$ cat config.mk
export PLATFORM = sky130hd
export DESIGN_NAME = fixed_length_frame_sync_flat
export DESIGN_NICKNAME = d
export VERILOG_FILES = /design/src/hdl/flfs_pkg.sv /design/src/hdl/flfs_if.sv /design/src/hdl/flfs_ram.sv /design/src/hdl/flfs_ctrl.sv /design/src/hdl/flfs_dp.sv /design/src/hdl/fixed_length_frame_sync.sv /design/src/flat_wrapper.sv
export SDC_FILE = /design/constraint.sdc
export NUM_CORES = 1
export LEC_CHECK = 0
export ABC_AREA = 1
export ABC_CLOCK_PERIOD_IN_PS = 4000
export BUFFER_PORTS_ARGS = -buffer_cell sky130_fd_sc_hd__buf_2
export CORE_AREA = 2 2 151 301
export CTS_CLUSTER_DIAMETER = 150
export DETAILED_ROUTE_END_ITERATION = 6
export DIE_AREA = 0 0 153 303
export GPL_TIMING_DRIVEN = 0
export PLACE_DENSITY_LB_ADDON = 0.25
export SYNTH_ARGS = -nofsm -noshare
export SYNTH_HDL_FRONTEND = slang
export SYNTH_SLANG_ARGS = --single-unit
$ cat constraint.sdc
create_clock -name clock -period 4 [get_ports clock]
set_input_delay 0.2 -clock clock [delete_from_list [all_inputs] [get_ports clock]]
set_output_delay 0.2 -clock clock [all_outputs]
set_load 0.02 [all_outputs]
$ cat src/hdl/flfs_pkg.sv
// Shared types and constants for the fixed-length frame synchronizer.
`timescale 1ns / 1ps

package flfs_pkg;

   localparam int BYTE_W    = 8;
   localparam int IDX_W     = 6;
   localparam int CSR_IDX_W = 1;

   localparam logic [CSR_IDX_W-1:0] CFG_HEADER = 1'd0;
   localparam logic [CSR_IDX_W-1:0] CFG_TAIL   = 1'd1;

   localparam logic [BYTE_W-1:0] HEADER_RESET = 8'h72;
   localparam logic [BYTE_W-1:0] TAIL_RESET   = 8'h21;

   // controller -> datapath
   typedef struct packed {
      logic append;     // store the request byte at the end of the buffer
      logic scan_init;  // start rescan at the second stored byte
      logic emit_init;  // start frame readout at the first stored byte
      logic advance;    // step read pointer and offset
      logic scan_take;  // header found: new frame starts at read pointer
      logic clear;      // buffer empty
      logic load_out;   // load the response register
   } cmd_type;

   // datapath -> controller
   typedef struct packed {
      logic accept_ok;  // byte is kept (buffer not empty or byte is header)
      logic fills;      // one byte short of a full frame
      logic tail_hit;   // request byte equals the tail value
      logic hdr_hit;    // read data equals the header value
      logic idx_last;   // offset at final frame position
      logic out_free;   // response register can take a new byte
   } status_type;

endpackage

$ cat src/hdl/flfs_if.sv
// Valid/ready channel interfaces for request bytes and frame responses.
`timescale 1ns / 1ps

interface flfs_req_if;
   import flfs_pkg::*;
   logic              valid;
   logic              ready;
   logic [BYTE_W-1:0] rx_byte;

   modport source (output valid, output rx_byte, input ready);
   modport sink   (input valid, input rx_byte, output ready);
endinterface

interface flfs_rsp_if;
   import flfs_pkg::*;
   logic              valid;
   logic              ready;
   logic [BYTE_W-1:0] frame_byte;
   logic [IDX_W-1:0]  byte_index;
   logic              last_of_frame;

   modport source (output valid, output frame_byte, output byte_index,
                   output last_of_frame, input ready);
   modport sink   (input valid, input frame_byte, input byte_index,
                   input last_of_frame, output ready);
endinterface

$ cat src/hdl/flfs_ram.sv
// Generic single-write, single-read RAM with registered read data.
`timescale 1ns / 1ps

module flfs_ram #(
   parameter int WIDTH = 8,
   parameter int DEPTH = 64
) (
   input  logic                     clock,
   input  logic                     we,
   input  logic [$clog2(DEPTH)-1:0] waddr,
   input  logic [WIDTH-1:0]         wdata,
   input  logic [$clog2(DEPTH)-1:0] raddr,
   output logic [WIDTH-1:0]         rdata
);

   logic [WIDTH-1:0] mem [DEPTH];
   logic [WIDTH-1:0] rdata_ff;

   always_ff @(posedge clock) begin
      if (we) begin
         mem[waddr] <= wdata;
      end
      rdata_ff <= mem[raddr];
   end

   assign rdata = rdata_ff;

endmodule

$ cat src/hdl/flfs_ctrl.sv
// Controller state machine: byte intake, rescan and frame readout sequencing.
`timescale 1ns / 1ps

module flfs_ctrl import flfs_pkg::*; (
   input  logic       clock,
   input  logic       reset,
   input  logic       req_valid,
   output logic       req_ready,
   input  status_type status,
   output cmd_type    cmd
);

   typedef enum logic [2:0] {
      IDLE,
      SCAN_RD,
      SCAN_CMP,
      EMIT_RD,
      EMIT_LD
   } state_type;

   state_type state_ff, state_in;
   logic      ready_ff, ready_in;
   logic      take;

   assign take = req_valid && ready_ff;

   always_comb begin
      state_in = state_ff;
      cmd      = '0;
      unique case (state_ff)
         IDLE: begin
            if (take && status.accept_ok) begin
               cmd.append = 1'b1;
               if (status.fills) begin
                  if (status.tail_hit) begin
                     cmd.emit_init = 1'b1;
                     state_in      = EMIT_RD;
                  end else begin
                     cmd.scan_init = 1'b1;
                     state_in      = SCAN_RD;
                  end
               end
            end
         end
         SCAN_RD: begin
            state_in = SCAN_CMP;
         end
         SCAN_CMP: begin
            priority if (status.hdr_hit) begin
               cmd.scan_take = 1'b1;
               state_in      = IDLE;
            end else if (status.idx_last) begin
               cmd.clear = 1'b1;
               state_in  = IDLE;
            end else begin
               cmd.advance = 1'b1;
               state_in    = SCAN_RD;
            end
         end
         EMIT_RD: begin
            state_in = EMIT_LD;
         end
         EMIT_LD: begin
            if (status.out_free) begin
               cmd.load_out = 1'b1;
               if (status.idx_last) begin
                  cmd.clear = 1'b1;
                  state_in  = IDLE;
               end else begin
                  cmd.advance = 1'b1;
                  state_in    = EMIT_RD;
               end
            end
         end
         default: state_in = IDLE;
      endcase
      ready_in = (state_in == IDLE);
   end

   always_ff @(posedge clock) begin
      if (reset) begin
         state_ff <= IDLE;
         ready_ff <= 1'b1;
      end else begin
         state_ff <= state_in;
         ready_ff <= ready_in;
      end
   end

   assign req_ready = ready_ff;

endmodule

$ cat src/hdl/flfs_dp.sv
// Datapath: ring buffer, pointers, settings registers and response register.
`timescale 1ns / 1ps

module flfs_dp import flfs_pkg::*; #(
   parameter int FRAME_LEN = 64
) (
   input  logic                 clock,
   input  logic                 reset,
   input  logic                 csr_we,
   input  logic [CSR_IDX_W-1:0] csr_index,
   input  logic [BYTE_W-1:0]    csr_wdata,
   input  logic [BYTE_W-1:0]    rx_byte,
   input  logic                 rsp_ready,
   input  cmd_type              cmd,
   output status_type           status,
   output logic                 rsp_valid,
   output logic [BYTE_W-1:0]    frame_byte,
   output logic [IDX_W-1:0]     byte_index,
   output logic                 last_of_frame
);

   localparam int AW = $clog2(FRAME_LEN);
   localparam int CW = $clog2(FRAME_LEN + 1);
   localparam logic [AW-1:0] LAST_POS = AW'(FRAME_LEN - 1);
   localparam logic [AW:0]   LEN_W    = (AW+1)'(FRAME_LEN);

   logic [AW-1:0]     head_ff, head_in;
   logic [CW-1:0]     count_ff, count_in;
   logic [AW-1:0]     rp_ff, rp_in;
   logic [AW-1:0]     idx_ff, idx_in;
   logic [BYTE_W-1:0] header_ff, header_in;
   logic [BYTE_W-1:0] tail_ff, tail_in;
   logic              out_valid_ff, out_valid_in;
   logic [BYTE_W-1:0] out_byte_ff, out_byte_in;
   logic [IDX_W-1:0]  out_idx_ff, out_idx_in;
   logic              out_last_ff, out_last_in;

   logic [AW:0]       wsum;
   logic [AW-1:0]     wr_addr;
   logic [AW-1:0]     head_inc;
   logic [AW-1:0]     rp_inc;
   logic [BYTE_W-1:0] rd_data;

   // write slot is head + count, wrapped around the buffer
   assign wsum    = (AW+1)'(head_ff) + (AW+1)'(count_ff);
   assign wr_addr = (wsum >= LEN_W) ? AW'(wsum - LEN_W) : AW'(wsum);
   assign head_inc = (head_ff == LAST_POS) ? '0 : head_ff + 1'b1;
   assign rp_inc   = (rp_ff == LAST_POS) ? '0 : rp_ff + 1'b1;

   flfs_ram #(
      .WIDTH (BYTE_W),
      .DEPTH (FRAME_LEN)
   ) u_ram (
      .clock (clock),
      .we    (cmd.append),
      .waddr (wr_addr),
      .wdata (rx_byte),
      .raddr (rp_ff),
      .rdata (rd_data)
   );

   always_comb begin
      head_in  = head_ff;
      count_in = count_ff;
      rp_in    = rp_ff;
      idx_in   = idx_ff;
      if (cmd.append) begin
         count_in = count_ff + 1'b1;
      end
      if (cmd.scan_init) begin
         rp_in  = head_inc;
         idx_in = AW'(1);
      end
      if (cmd.emit_init) begin
         rp_in  = head_ff;
         idx_in = '0;
      end
      if (cmd.advance) begin
         rp_in  = rp_inc;
         idx_in = idx_ff + 1'b1;
      end
      if (cmd.scan_take) begin
         head_in  = rp_ff;
         count_in = CW'(FRAME_LEN) - CW'(idx_ff);
      end
      if (cmd.clear) begin
         count_in = '0;
      end
   end

   always_comb begin
      header_in = header_ff;
      tail_in   = tail_ff;
      if (csr_we && csr_index == CFG_HEADER) begin
         header_in = csr_wdata;
      end
      if (csr_we && csr_index == CFG_TAIL) begin
         tail_in = csr_wdata;
      end
   end

   always_comb begin
      out_byte_in  = out_byte_ff;
      out_idx_in   = out_idx_ff;
      out_last_in  = out_last_ff;
      out_valid_in = out_valid_ff && !rsp_ready;
      if (cmd.load_out) begin
         out_byte_in  = rd_data;
         out_idx_in   = IDX_W'(idx_ff);
         out_last_in  = (idx_ff == LAST_POS);
         out_valid_in = 1'b1;
      end
   end

   always_ff @(posedge clock) begin
      if (reset) begin
         head_ff      <= '0;
         count_ff     <= '0;
         rp_ff        <= '0;
         idx_ff       <= '0;
         header_ff    <= HEADER_RESET;
         tail_ff      <= TAIL_RESET;
         out_valid_ff <= 1'b0;
      end else begin
         head_ff      <= head_in;
         count_ff     <= count_in;
         rp_ff        <= rp_in;
         idx_ff       <= idx_in;
         header_ff    <= header_in;
         tail_ff      <= tail_in;
         out_valid_ff <= out_valid_in;
      end
   end

   always_ff @(posedge clock) begin
      out_byte_ff <= out_byte_in;
      out_idx_ff  <= out_idx_in;
      out_last_ff <= out_last_in;
   end

   assign status.accept_ok = (count_ff != '0) || (rx_byte == header_ff);
   assign status.fills     = (count_ff == CW'(FRAME_LEN - 1));
   assign status.tail_hit  = (rx_byte == tail_ff);
   assign status.hdr_hit   = (rd_data == header_ff);
   assign status.idx_last  = (idx_ff == LAST_POS);
   assign status.out_free  = !out_valid_ff || rsp_ready;

   assign rsp_valid     = out_valid_ff;
   assign frame_byte    = out_byte_ff;
   assign byte_index    = out_idx_ff;
   assign last_of_frame = out_last_ff;

endmodule

$ cat src/hdl/fixed_length_frame_sync.sv
// Top level of the fixed-length frame synchronizer.
//
// Usage: received serial bytes enter on the req channel (valid/ready), one
// byte per request. Bytes are collected in a FRAME_LEN-deep ring buffer that
// always starts with the header byte; a byte arriving into an empty buffer
// that is not the header is dropped. Frame bytes leave on the rsp channel
// with their position and a last-byte flag.
// Flow: after a byte that does not complete a frame, the next request is
// taken in the following cycle. A completed frame with a matching tail is
// read out of the buffer RAM byte by byte (RAM read, then response load). A
// tail mismatch starts a rescan for the next header, a RAM read then a
// compare per stored byte; req_ready is low during readout and rescan. After
// the last frame byte is loaded, requests are taken again while that byte
// waits in the response register.
// Reset empties the buffer and restores header 0x72 and tail 0x21; the csr
// port (index 0 header, index 1 tail) is to be written by the user only while
// idle, which the block itself does not enforce. A stalled receiver holds the
// response register and pauses the readout.
`timescale 1ns / 1ps

module fixed_length_frame_sync import flfs_pkg::*; #(
   parameter int FRAME_LEN = 64
) (
   input  logic                 clock,
   input  logic                 reset,
   input  logic                 csr_we,
   input  logic [CSR_IDX_W-1:0] csr_index,
   input  logic [BYTE_W-1:0]    csr_wdata,
   flfs_req_if.sink             req_if,
   flfs_rsp_if.source           rsp_if
);

   cmd_type    cmd;
   status_type status;

   flfs_ctrl u_ctrl (
      .clock     (clock),
      .reset     (reset),
      .req_valid (req_if.valid),
      .req_ready (req_if.ready),
      .status    (status),
      .cmd       (cmd)
   );

   flfs_dp #(
      .FRAME_LEN (FRAME_LEN)
   ) u_dp (
      .clock         (clock),
      .reset         (reset),
      .csr_we        (csr_we),
      .csr_index     (csr_index),
      .csr_wdata     (csr_wdata),
      .rx_byte       (req_if.rx_byte),
      .rsp_ready     (rsp_if.ready),
      .cmd           (cmd),
      .status        (status),
      .rsp_valid     (rsp_if.valid),
      .frame_byte    (rsp_if.frame_byte),
      .byte_index    (rsp_if.byte_index),
      .last_of_frame (rsp_if.last_of_frame)
   );

   // a response byte is only loaded into a free slot
   a_load_free: assert property (@(posedge clock) disable iff (reset)
      cmd.load_out |-> status.out_free)
      else $error("response loaded while previous one still pending");

   a_cmd_excl: assert property (@(posedge clock) disable iff (reset)
      $onehot0({cmd.append, cmd.scan_take, cmd.clear, cmd.advance}))
      else $error("conflicting buffer commands");

   a_last_shown: assert property (@(posedge clock) disable iff (reset)
      cmd.load_out && status.idx_last |=> rsp_if.valid && rsp_if.last_of_frame)
      else $error("final frame byte not flagged");

   // only a request completing a frame takes the block out of intake
   a_stay_ready: assert property (@(posedge clock) disable iff (reset)
      req_if.valid && req_if.ready && !(status.accept_ok && status.fills)
      |=> req_if.ready)
      else $error("intake stopped without a full frame");

endmodule

$ cat src/flat_wrapper.sv
// flat-port wrapper written by rule: the top's interface ports become plain ports
module fixed_length_frame_sync_flat import flfs_pkg::*;
#(
   parameter int FRAME_LEN = 64
)
  (clock, reset, csr_we, csr_index, csr_wdata, req_if_valid, req_if_rx_byte, req_if_ready, rsp_if_valid, rsp_if_frame_byte, rsp_if_byte_index, rsp_if_last_of_frame, rsp_if_ready);
  flfs_req_if req_if_i ();
  flfs_rsp_if rsp_if_i ();
  input  logic clock;
  input  logic reset;
  input  logic csr_we;
  input  logic [CSR_IDX_W-1:0] csr_index;
  input  logic [BYTE_W-1:0] csr_wdata;
  input wire logic [$bits(req_if_i.valid)-1:0] req_if_valid;
  input wire logic [$bits(req_if_i.rx_byte)-1:0] req_if_rx_byte;
  output wire logic [$bits(req_if_i.ready)-1:0] req_if_ready;
  output wire logic [$bits(rsp_if_i.valid)-1:0] rsp_if_valid;
  output wire logic [$bits(rsp_if_i.frame_byte)-1:0] rsp_if_frame_byte;
  output wire logic [$bits(rsp_if_i.byte_index)-1:0] rsp_if_byte_index;
  output wire logic [$bits(rsp_if_i.last_of_frame)-1:0] rsp_if_last_of_frame;
  input wire logic [$bits(rsp_if_i.ready)-1:0] rsp_if_ready;
  assign req_if_i.valid = req_if_valid;
  assign req_if_i.rx_byte = req_if_rx_byte;
  assign req_if_ready = req_if_i.ready;
  assign rsp_if_valid = rsp_if_i.valid;
  assign rsp_if_frame_byte = rsp_if_i.frame_byte;
  assign rsp_if_byte_index = rsp_if_i.byte_index;
  assign rsp_if_last_of_frame = rsp_if_i.last_of_frame;
  assign rsp_if_i.ready = rsp_if_ready;
  fixed_length_frame_sync #(.FRAME_LEN(FRAME_LEN)) u_core (.clock(clock), .reset(reset), .csr_we(csr_we), .csr_index(csr_index), .csr_wdata(csr_wdata), .req_if(req_if_i), .rsp_if(rsp_if_i));
endmodule
# [After elaboration in Yosys (flattened, before gate mapping)]
# Memories as Yosys holds them, arrays and structs flattened. A register that Yosys moved wholly into a read port is not among the register bits.
# Cells that the tools add are included.
[totals] ff_bits=61 mem_bits_rw=512 mem_count=1 output_inout_bits=17
[op_classes] n_reduce_logical=15 n_addsub=7 muxes=38 bitwise_logic=1 eq_ne=11 n_lt_le_gt_ge=1
[mem_list] memory="u_core.u_dp.u_ram.mem" words=64 width=8 read_ports=1 rd_clocked_by_memory_dff=1 wr=1 line="flfs_ram.sv:16" text="logic [WIDTH-1:0] mem [DEPTH];"
[ops] operator="two-way mux 6 bit" n=9
[ops] operator="== test 8 bit" n=3
[ops] operator="adder 6 x 1 -> 6 bit, second input constant" n=3
[ops] operator="== test 6 bit, second input constant" n=3
[ops] operator="two-way mux 3 bit" n=6
[ops] operator="case mux 3 bit (5 select lines)" n=1
[ops] operator="two-way mux 1 bit" n=14
[ops] operator="two-way mux 7 bit" n=2
[ops] operator="two-way mux 2 bit" n=4
[ops] operator="adder 6 x 7 -> 7 bit" n=1
[ops] operator="adder 7 x 1 -> 7 bit, second input constant" n=1
[ops] operator="== test 7 x 6 -> 1 bit, second input constant" n=1
[ops] operator=">= comparator 7 bit, second input constant" n=1
[ops] operator="nonzero test 7 bit" n=1
[ops] operator="subtractor 7 x 6 -> 7 bit, first input constant" n=1
[ops] operator="== test 3 x 2 -> 1 bit, second input constant" n=2
[ops] operator="logical NOT 3 bit" n=2
[ops] operator="subtractor 6 x 1 -> 6 bit, second input constant" n=1
[ops] operator="logical AND 1 bit" n=5
[ops] operator="case mux 1 bit (2 select lines)" n=2
[ops] operator="== test 3 x 1 -> 1 bit, second input constant" n=1
[ops] operator="== test 3 bit, second input constant" n=1
[ops] operator="nonzero test 3 bit" n=1
[ops] operator="logical NOT 1 bit" n=2
[ops] operator="4 further kinds" n=5

# [Longest topological paths before layout]
[logic_depth] depth_word=8 depth_mapped=13 ltp_nobuf=12

# [Hierarchy]
# A second synthesis with hierarchy kept.
[hier_totals] hier_cells=2247 hier_area_um2=24694.9
[by_module_without_submodules] mod="flfs_ram" cells_each=1805 area_each_um2=21339.2 n_inst=1
[by_module_without_submodules] mod="flfs_dp" cells_each=395 area_each_um2=3072.9 n_inst=1
[by_module_without_submodules] mod="flfs_ctrl" cells_each=47 area_each_um2=282.8 n_inst=1

# [Least setup slack after synthesis]
# No wires, ideal clock.
[synth_path] path_type="register to register" start="register u_core.u_dp.head_ff[0]" end="memory u_core.u_dp.u_ram.mem[0][0], enable pin" arrival_ps=2115 synth_period_minus_slack_ps=2485 stages_incl_launch_ff=10 setup_time_ps=370 required_time_ps=3630 setup_slack_ps=1515 cell_sequence="dfxtp_1 > ha_1 > fa_1 > a21oi_1 > o21bai_1 > xor2_1 > inv_1 > nor2_1 > nand2_1 > nor2_1"
[synth_between] elab_chain_cells=3
[synth_rtl] element="start: declaration" line="flfs_dp.sv:27" text="logic [AW-1:0] head_ff, head_in;"
[synth_rtl] element="start signal: assignment" line="flfs_dp.sv:125" text="head_ff <= head_in;"
[synth_rtl] element="adder 6 x 7 -> 7 bit *" line="flfs_dp.sv:45" text="assign wsum = (AW+1)'(head_ff) + (AW+1)'(count_ff);"
[synth_rtl] element="subtractor 6 x 1 -> 6 bit or >= comparator 7 bit (tied branches)" line="flfs_dp.sv:46" text="assign wr_addr = (wsum >= LEN_W) ? AW'(wsum - LEN_W) : AW'(wsum);"
[synth_rtl] element="two-way mux 6 bit *" line="flfs_dp.sv:46"
[synth_rtl] element="end: declaration" line="flfs_ram.sv:16"
# Every way passes the cells marked *; elsewhere a longest branch is shown, timed or not.

# [Worst setup path in the final report]
[layout_path] start="input req_if_rx_byte[1]" end="memory u_core.u_dp.u_ram.mem[49][3], enable pin"
[layout_between] elab_chain_cells=7
[layout_rtl] element="start: declaration" line="flat_wrapper.sv:15" text="input wire logic [$bits(req_if_i.rx_byte)-1:0] req_if_rx_byte;"
[layout_rtl] element="== test 8 bit" line="flfs_dp.sv:141" text="assign status.accept_ok = (count_ff != '0) || (rx_byte == header_ff);"
[layout_rtl] element="logical OR 1 bit" line="flfs_dp.sv:141"
[layout_rtl] element="logical AND 1 bit" line="flfs_ctrl.sv:32" text="if (take && status.accept_ok) begin"
[layout_rtl] element="two-way mux 3 bit" line="flfs_ctrl.sv:32"
[layout_rtl] element="two-way mux 3 bit" line="flfs_ctrl.sv:30" text="unique case (state_ff)"
[layout_rtl] element="two-way mux 1 bit" line="flfs_ram.sv:20" text="if (we) begin"
[layout_rtl] element="two-way mux 1 bit (implied by the code)" line="flfs_ram.sv:21" text="mem[waddr] <= wdata;"
# No other way between the ends.

==> flow_summary.yaml <==
clock_network:
  clkTransAtPathRegs_ns: 0.07
  cts_made_buffers: 49
  numClockSinks: 581
  post_cts_buffers: 0
  cts_buffer_depth: 3
  root_buffer: "clkbuf_16"
  clk-insertion-delay-late_ns: 0.60
  cts_tree: "built"
  htreeDepth: 2
cells_and_area:
  final_area_mm2: 0.0265
  mostFrequentLayoutCell: "edfxtp_1"
  area_growth_pct: 10.5
  final_util_pct: 60.2
  num-nets-final: 2146
  drive_gt1_share_pct: 9.35
  final_cell_mix: "527 x edfxtp_1, 390 x nor2_1, 296 x o21ai_0"
  diodes: 0
power_and_ir_drop:
  pwr-share-comb_pct: 6.1
  cell_internal_pwr_mw: 9.33
  power_density_mw_per_mm2: 460
  peakVddDrop_mv: 0.355
  power_frac_clock_pct: 38.3
  pwr-share-seq_pct: 55.7
  p_sw_share_pct: 23.5
  switching_power_mw: 2.87
  power.leakage_nw: 8.95
  finalPower_mw: 12.2
synth:
  synth_fp_nets: 2047
  synthDistinctLibCells: 41
  yosysSeqAreaShare_pct: 70.5
  syn_area_mm2: 0.0240
  async_flop_share_pct: 0
  synth.avg_cell_area_um2: 11.9
  yosys_register_bits: 581
  synth_warnings: 0
  syn_inst: 2013
  synthTopCellsByArea: "edfxtp_1 66%, o21ai_0 6.2%, nor2_1 6.1%"
  yosys.area.top_type: "edfxtp_1"
  ys.flop_type: "edfxtp_1"
  synth_top_area_share_pct: 66.0
  synth_edf_count: 527
floorplan:
  io-pin-count: 39
  dieArea_mm2: 0.0464
  die_w_um: 153
  core_area_mm2: 0.0441
  rows: 109
  fp.dieH_um: 303
  initial_core_util_pct: 54.5
route:
  routed_via_density: 6.48
  vias: 17500
  ant_nets: 0
  drc_errors: 1
  wire_per_inst_um: 30.4
  drt-total-wl_um: 82200
  drt_iter0_drc: 2105
  drt_pass1_iterations: 7
setup_path:
  max_stage_delay_ns: 1.04
  cp_cell_sequence: "buf_2, nand2_1, nand2_1, nand2_1, nor2_1, nand2_1, nand2_2, nand2_2, nor2_1, nand2_1, nor2_1"
  cpLargestDelayFamily: "simple AND/OR/NAND/NOR gates"
  crit_top_cell: "nand2_1"
  slowest_stage: "nor2_1"
  cp_max_fo: 67
  arrival_ns: 3.91
  setup.worst_path.end_class: "flop"
  cp-start-kind: "input port"
  critPathRequiredTime_ns: 4.20
  worstSetupPathType: "in -> reg"
  crit_buf_inv: 1
timing:
  finClkSkew_ns: 0.0165
  rsz0062_at_grt: "no"
  max_freq_mhz: 270
  drv_slew: 0
  hold_violations: 0
  setup_viol: 0
  finalCriticalPeriod_ns: 3.70
  setup_tns_ns: 0
  timing.final.crit_share_pct: 92.6
  slew-limit-headroom_pct: 5.26
  worstMarginPinSlew_ns: 1.42
global_route:
  track_usage_pct: 35.5
  grt_pass1_wl_um: 117000
  first_global_vias: 17600
  grt_overflow: 0
  grt_max_degree: 68
  antenna_found_initial: 2
worst_hold_path:
  hold_path_class: "in -> reg"
run:
  maxCapViolCount: 0
place:
  placed_cell_area_mm2: 0.0249
  dp_hpwl_um: 56500
  gp_congestion: 1.02
  io_buffers: 38
run_status:
  status: "complete, but fails checks"
  violations: "design-rule violations"
cells in the mapped netlist, types with 4 or more instances:
library cell  count
edfxtp_1        527
nor2_1          391
o21ai_0         296
nand2_1         161
nand3_1          80
o221ai_1         75
inv_1            71
clkbuf_1         59
dfxtp_1          54
o211ai_1         47
a21oi_1          44
o22ai_1          43
buf_2            35
inv_2            15
buf_4            14
xor2_1           14
nand4_1          12
ha_1             11
o21ai_1          11
nand2_2           8
buf_6             7
nor3_1            5
xnor2_1           4
routing by layer:
| layer | global-route usage, % | wire length (µm) | vias up |
|---|---|---|---|
| li1 | - | - | 7527 |
| met1 | 33.9 | 24100 | 8395 |
| met2 | 62.2 | 41200 | 1171 |
| met3 | 6.70 | 6630 | 432 |
| met4 | 35.6 | 10300 | 2 |
| met5 | 0 | 13 | - |
stage by stage:
| stage | setup WS [ns] | hold WS [ns] | cells |
|---|---|---|---|
| 3_5_place_dp | -0.216 | 0.448 | 2606 |
| 4_1_cts | 0.325 | 0.0242 | 2704 |
| 3_3_place_gp | -0.0667 | 0.437 | 2606 |
| 5_1_grt | 0.109 | 0.0719 | 2705 |
| 2_1_floorplan | 1.51 | 0.299 | 2013 |
| 6_report | 0.297 | 0.0320 | 2705 |
tightest hold or removal path: cells and delay by family:
kind                   cells  cell delay (ns)
buffers and inverters      3             0.23
AOI/OAI and AO/OA          2             0.14
registers in the layout (all words and copies together) (netlist names), 6 cells and up:
signal,count
u_core.u_dp.u_ram.mem,512
u_core.u_dp.frame_byte,8
u_core.u_dp.header_ff,8
u_core.u_dp.tail_ff,8
u_core.u_dp.u_ram.rdata,8
u_core.u_dp.count_ff,7
u_core.u_dp.byte_index,6
u_core.u_dp.head_ff,6
u_core.u_dp.idx_ff,6
u_core.u_dp.rp_ff,6
final cells by class:
cell class	count	area, µm²
Buffer	119	597
Clock buffer	66	1390
Clock inverter	23	135
Fill cell	3533	17500
Inverter	89	334
Multi-Input combinational cell	1224	6160
Sequential cell	581	16900
Tap cell	555	694
Timing Repair Buffer	48	310
power by group through the flow:
stage,clock [mW],combinational (mW),sequential [mW]
floorplan,0,0.352,6.90
global placement,0,0.678,6.93
detailed placement,0,0.692,6.93
CTS,4.67,0.703,6.80
global route,4.86,0.781,6.80
finish,4.67,0.740,6.79
repair_timing:
action / CTS / global route
hold buffers: 9 / 0
endpoints found under the setup margin: 0 / 8
resized for setup: 0 / 1
hold endpoints to repair: 17 / 0
path summary, 6_finish.rpt:
path                         startpoint                            to  slack [ns]  depth (start not counted)
max                   req_if_rx_byte[1]  u_core.u_dp.u_ram.mem[49][3]        0.30                         11
max reg2reg      u_core.u_dp.head_ff[0]  u_core.u_dp.u_ram.mem[45][5]        0.31                          7
min                               reset       u_core.u_ctrl.req_ready        0.03                          5
min reg2reg  u_core.u_dp.u_ram.rdata[2]     u_core.u_dp.frame_byte[2]        0.48                          0
cells by family (layout without fill, tap and decap cells):
logic type,after synthesis,after routing,share of synthesized area [%]
DFF,581,581,70.5
xor gates and xnor gates,19,19,0.725
and+or+nand+nor,673,673,11.5
buffers and inverters,208,345,3.88
AOI/OAI and AO/OA,520,520,12.8
adders and majority gates,12,12,0.657
Power figures use the tool's default switching activity.
